$ cat config.mk
export PLATFORM = sky130hd
export DESIGN_NAME = bmwsc_ctrl
export DESIGN_NICKNAME = d
export VERILOG_FILES = /design/src/hw/rtl/bmwsc_pkg.sv /design/src/hw/rtl/bmwsc_ctrl.sv
export SDC_FILE = /design/constraint.sdc
export NUM_CORES = 1
export LEC_CHECK = 0
export BUFFER_PORTS_ARGS = -buffer_cell sky130_fd_sc_hd__buf_4
export CORE_AREA = 2 2 39 41
export CTS_BUF_LIST = sky130_fd_sc_hd__clkbuf_8 sky130_fd_sc_hd__clkbuf_16
export DETAILED_ROUTE_END_ITERATION = 16
export DIE_AREA = 0 0 41 43
export GPL_ROUTABILITY_DRIVEN = 0
export GPL_TIMING_DRIVEN = 0
export PLACE_DENSITY = 0.38
export SLEW_MARGIN = 10
export SYNTH_ARGS = -nofsm -noshare
export SYNTH_HDL_FRONTEND = slang
export SYNTH_SLANG_ARGS = --single-unit
$ cat constraint.sdc
create_clock -name clk_i -period 2.9 [get_ports clk_i]
set_input_delay 0.145 -clock clk_i [delete_from_list [all_inputs] [get_ports clk_i]]
set_output_delay 0.145 -clock clk_i [all_outputs]
set_load 0.01 [all_outputs]
$ cat src/hw/rtl/bmwsc_pkg.sv
// Shared constants and types of the bus memory wait-state controller.
`default_nettype none

package bmwsc_pkg;

  // Memory geometry: each module is split into an even and an odd byte bank.
  localparam int ModuleBytes = 65536;
  localparam int ModuleCount = 2;
  localparam int ModuleAw    = $clog2(ModuleBytes);
  localparam int BankAw      = ModuleAw - 1;
  localparam int BankDepth   = ModuleBytes / 2;

  // Configuration port.
  localparam int CfgIdxW  = 4;
  localparam int CfgDataW = 32;
  localparam int SizeW    = 17;

  localparam logic [CfgIdxW-1:0] RegIoHoleBase  = 4'd0;
  localparam logic [CfgIdxW-1:0] RegIoHoleSize  = 4'd1;
  localparam logic [CfgIdxW-1:0] RegModule0Base = 4'd2;
  localparam logic [CfgIdxW-1:0] RegModule0Size = 4'd3;
  localparam logic [CfgIdxW-1:0] RegModule1Base = 4'd4;
  localparam logic [CfgIdxW-1:0] RegModule1Size = 4'd5;
  localparam logic [CfgIdxW-1:0] RegLatency     = 4'd6;
  localparam logic [CfgIdxW-1:0] RegRomFlags    = 4'd7;

  // Bus phase of the memory protocol.
  localparam logic [1:0] PhReady = 2'd0;
  localparam logic [1:0] PhRead  = 2'd1;
  localparam logic [1:0] PhWrite = 2'd2;
  localparam logic [1:0] PhClean = 2'd3;

  // Commands from the controller to the datapath.
  typedef struct packed {
    logic load_in;   // capture the input transfer
    logic front;     // request decode and latch
    logic back;      // count, complete or clean up; issue bank access
    logic load_out;  // assemble the result into the output register
  } cmd_t;

endpackage

`default_nettype wire

$ cat src/hw/rtl/bmwsc_ctrl.sv
// Controller that sequences one bus clock item through the datapath.
`default_nettype none

module bmwsc_ctrl (
  input  wire logic            clk_i,
  input  wire logic            rst_ni,
  input  wire logic            in_valid_i,
  output logic                 in_stall_o,
  output logic                 out_valid_o,
  input  wire logic            out_stall_i,
  output bmwsc_pkg::cmd_t      cmd_o
);

  localparam logic [1:0] StIdle  = 2'd0;
  localparam logic [1:0] StFront = 2'd1;
  localparam logic [1:0] StBack  = 2'd2;
  localparam logic [1:0] StFetch = 2'd3;

  logic [1:0] state_q, state_d;
  logic       out_valid_q, out_valid_d;
  logic       out_free;

  // The output register can take a new result when it is empty or being emptied.
  assign out_free = !out_valid_q || !out_stall_i;

  always_comb begin
    state_d        = state_q;
    cmd_o.load_in  = 1'b0;
    cmd_o.front    = 1'b0;
    cmd_o.back     = 1'b0;
    cmd_o.load_out = 1'b0;
    unique case (state_q)
      StIdle: begin
        if (in_valid_i) begin
          cmd_o.load_in = 1'b1;
          state_d       = StFront;
        end
      end
      StFront: begin
        cmd_o.front = 1'b1;
        state_d     = StBack;
      end
      StBack: begin
        cmd_o.back = 1'b1;
        state_d    = StFetch;
      end
      StFetch: begin
        if (out_free) begin
          cmd_o.load_out = 1'b1;
          state_d        = StIdle;
        end
      end
      default: begin
        state_d = StIdle;
      end
    endcase
  end

  always_comb begin
    out_valid_d = out_valid_q;
    if (cmd_o.load_out) begin
      out_valid_d = 1'b1;
    end else if (!out_stall_i) begin
      out_valid_d = 1'b0;
    end
  end

  always_ff @(posedge clk_i or negedge rst_ni) begin
    if (!rst_ni) begin
      state_q     <= StIdle;
      out_valid_q <= 1'b0;
    end else begin
      state_q     <= state_d;
      out_valid_q <= out_valid_d;
    end
  end

  assign in_stall_o  = (state_q != StIdle);
  assign out_valid_o = out_valid_q;

endmodule

`default_nettype wire

==> results.py <==
metrics = {
    "placed_design": {
        "post-place-ws_ns": 1.53,
        "dpl.hpwl_um": 365,
        "post_dp_cell_area_um2": 320,
        "dp.cells": 45,
        "io_buffers": 9,
    },
    "timing": {
        "tightestPinTransition_ns": 0.152,
        "min_period_over_period_pct": 48.0,
        "period_needed_ns": 1.39,
        "timing.slew.headroom_pct": 89.8,
        "fin_setup_tns_ns": 0,
        "max_freq_ghz": 0.719,
        "setup_viol": 0,
        "drv_slew": 0,
        "hold_violations": 0,
        "worst_slack_ns": 1.51,
        "rsz0062_at_grt": "false",
        "fin_skew_ns": 0.00140,
    },
    "floorplan": {
        "die_h_um": 43,
        "dieArea_mm2": 0.00176,
        "coreArea_mm2": 0.00138,
        "io_pins": 10,
        "fp.dieW_um": 41,
        "rows": 14,
        "start_util_pct": 16.8,
    },
    "drt": {
        "dr.pass1.iters": 1,
        "drc_errors": 0,
        "viasPerCell": 3.54,
        "routed_wl_um": 438,
        "drt-initial-drc-count": 0,
        "wire_per_inst_um": 8.76,
        "drtAntennaViolNets": 0,
        "vias": 177,
    },
    "cts": {
        "cts_sinks": 3,
        "htreeDepth": 1,
        "clock_latency_ns": 0.21,
        "cts-buffers-inserted": 3,
        "cts_setup_buffers": 0,
        "cts.clk_slew.worst_paths_ns": 0.03,
        "clk_path_buf_depth": 2,
        "ctsResizeCount": 0,
        "cts_tree": "built",
        "clockRootBuffer": "clkbuf_8",
        "cts_hold_buf": 1,
    },
    "synth": {
        "async_reset_ff_share_pct": 100,
        "synth_warnings": 0,
        "yosysTopAreaCell": "dfrtp_1",
        "avgSynthCellArea_um2": 11.6,
        "synthTopCellsByArea": "dfrtp_1 32%, ha_1 27%, o21ai_4 7.0%",
        "seq_area_frac_synth_pct": 32.3,
        "ys.flop_type": "dfrtp_1",
        "ys_types": 13,
        "syn_nets": 29,
        "synth_top_area_share_pct": 32.3,
        "syn-instance-count": 20,
        "synth_area_um2": 233,
        "synth.most_common_cell": "ha_1",
        "ys_ff_latch": 3,
        "synth_common_cells": "5 x ha_1, 3 x dfrtp_1, 2 x inv_1",
        "synth_edf_count": 0,
    },
    "global_route": {
        "grt_max_degree": 5,
        "antenna_found_initial": 0,
        "overflow": 0,
        "grt_use_total_pct": 6.13,
        "grt_pass1_vias": 171,
        "grt_pass1_wl_um": 669,
    },
    "worst_setup_path": {
        "crit_type": "flop to primary output",
        "crit_arrival_ns": 1.25,
        "path_buf_inv": 2,
        "cp-start-kind": "flop",
        "path_depth": 4,
        "crit_family": "flip-flops",
        "cp-end-kind": "primary output",
        "crit_path_max_fanout": 3,
        "path_cells": "ha_1 > a21boi_0 > buf_4 > buf_4",
        "cp_common_cell": "buf_4",
        "regToRegSetupSlack_ns": 1.54,
        "crit_slowest_cell": "dfrtp_1",
        "crit_required_ns": 2.76,
        "worstRegToRegCells": 5,
        "max_stage_delay_ns": 0.39,
    },
    "layout": {
        "nets": 44,
        "syn2layout_area_growth_pct": 61.3,
        "layout.cells.non_filler": 50,
        "diodes": 0,
        "drive_gt1_share_pct": 50.0,
        "final_area_um2": 375,
    },
    "worst_hold_path": {
        "min_path_cells": 2,
        "hold_class": "input pin to flop",
    },
    "job": {
        "cap_violations": 0,
    },
    "power_and_ir_drop": {
        "peakVddDrop_mv": 0.441,
        "leakagePower_nw": 0.199,
        "powerDensity_mw_per_mm2": 1150,
    },
    "outcome": {
        "status": "complete, no violations",
    },
}
path summary, 6_finish.rpt:
| kind | startpoint | to |
|---|---|---|
| max in group asynchronous | rst_ni | out_valid_o |
| worst max register to register | state_q[0] | state_q[1] |
| min in group asynchronous | rst_ni | state_q[0] |
| worst max-delay path | state_q[0] | cmd_o[0] |
| worst min-delay path | out_stall_i | out_valid_o |
| worst min register to register | out_valid_o | out_valid_o |
logic make-up after synthesis:
kind of cell | after synthesis | synth area share, %
AOI/OAI and AO/OA | 3 | 13.4
and+or+nand+nor | 3 | 8.60
buffers and inverters | 4 | 8.07
DFF | 3 | 32.3
adders and majority gates | 5 | 26.9
muxes | 2 | 10.8
power by group:
part / internal (mW) / leakage, nW / switching, mW
Combinational: 0.127 / 0.136 / 0.101
Clock: 0.0899 / 0.0269 / 0.0257
Sequential: 0.0651 / 0.0358 / 0.0237
Total: 0.282 / 0.199 / 0.151
stage by stage:
step | hold slack (ns) | utilization, % | power (mW)
after floorplan | -0.151 | - | 0.235
after global placement | -0.0663 | 23.1 | 0.314
after detailed placement | -0.0657 | 23.1 | 0.322
after CTS | 0.179 | 27.1 | 0.443
after global routing | 0.180 | 27.1 | 0.473
final | 0.176 | 27.1 | 0.432
cells in the final DEF, fill, tap and decap left out, drive strengths merged:
master / count
a21boi: 1
a21o: 1
and2: 1
buf: 10
clkbuf: 3
dfrtp: 3
dlygate4sd3: 1
ha: 5
inv: 4
mux2: 1
mux2i: 1
nand3: 1
nor2: 1
o21ai: 1
per-layer routing:
metal | global-route usage, % | wire, um | vias up
met3 | 4.71 | 55 | 0
met5 | 0 | 0 | -
met2 | 7.81 | 196 | 7
met1 | 6.77 | 187 | 79
li1 | - | - | 91
met4 | 4.00 | 0 | 0
sequential cells by signal (all words and copies together), names as in the netlist:
signal       flops
out_valid_o      1
state_q          2
layout make-up:
class,count,area (um2)
Clock inverter,1,3.75
Clock buffer,3,41.3
Fill cell,149,1010
Buffer,1,7.51
Timing Repair Buffer,10,77.6
Multi-Input combinational cell,13,139
Tap cell,16,20.0
Sequential cell,3,75.1
Inverter,3,11.3
Power figures use the tool's default switching activity.
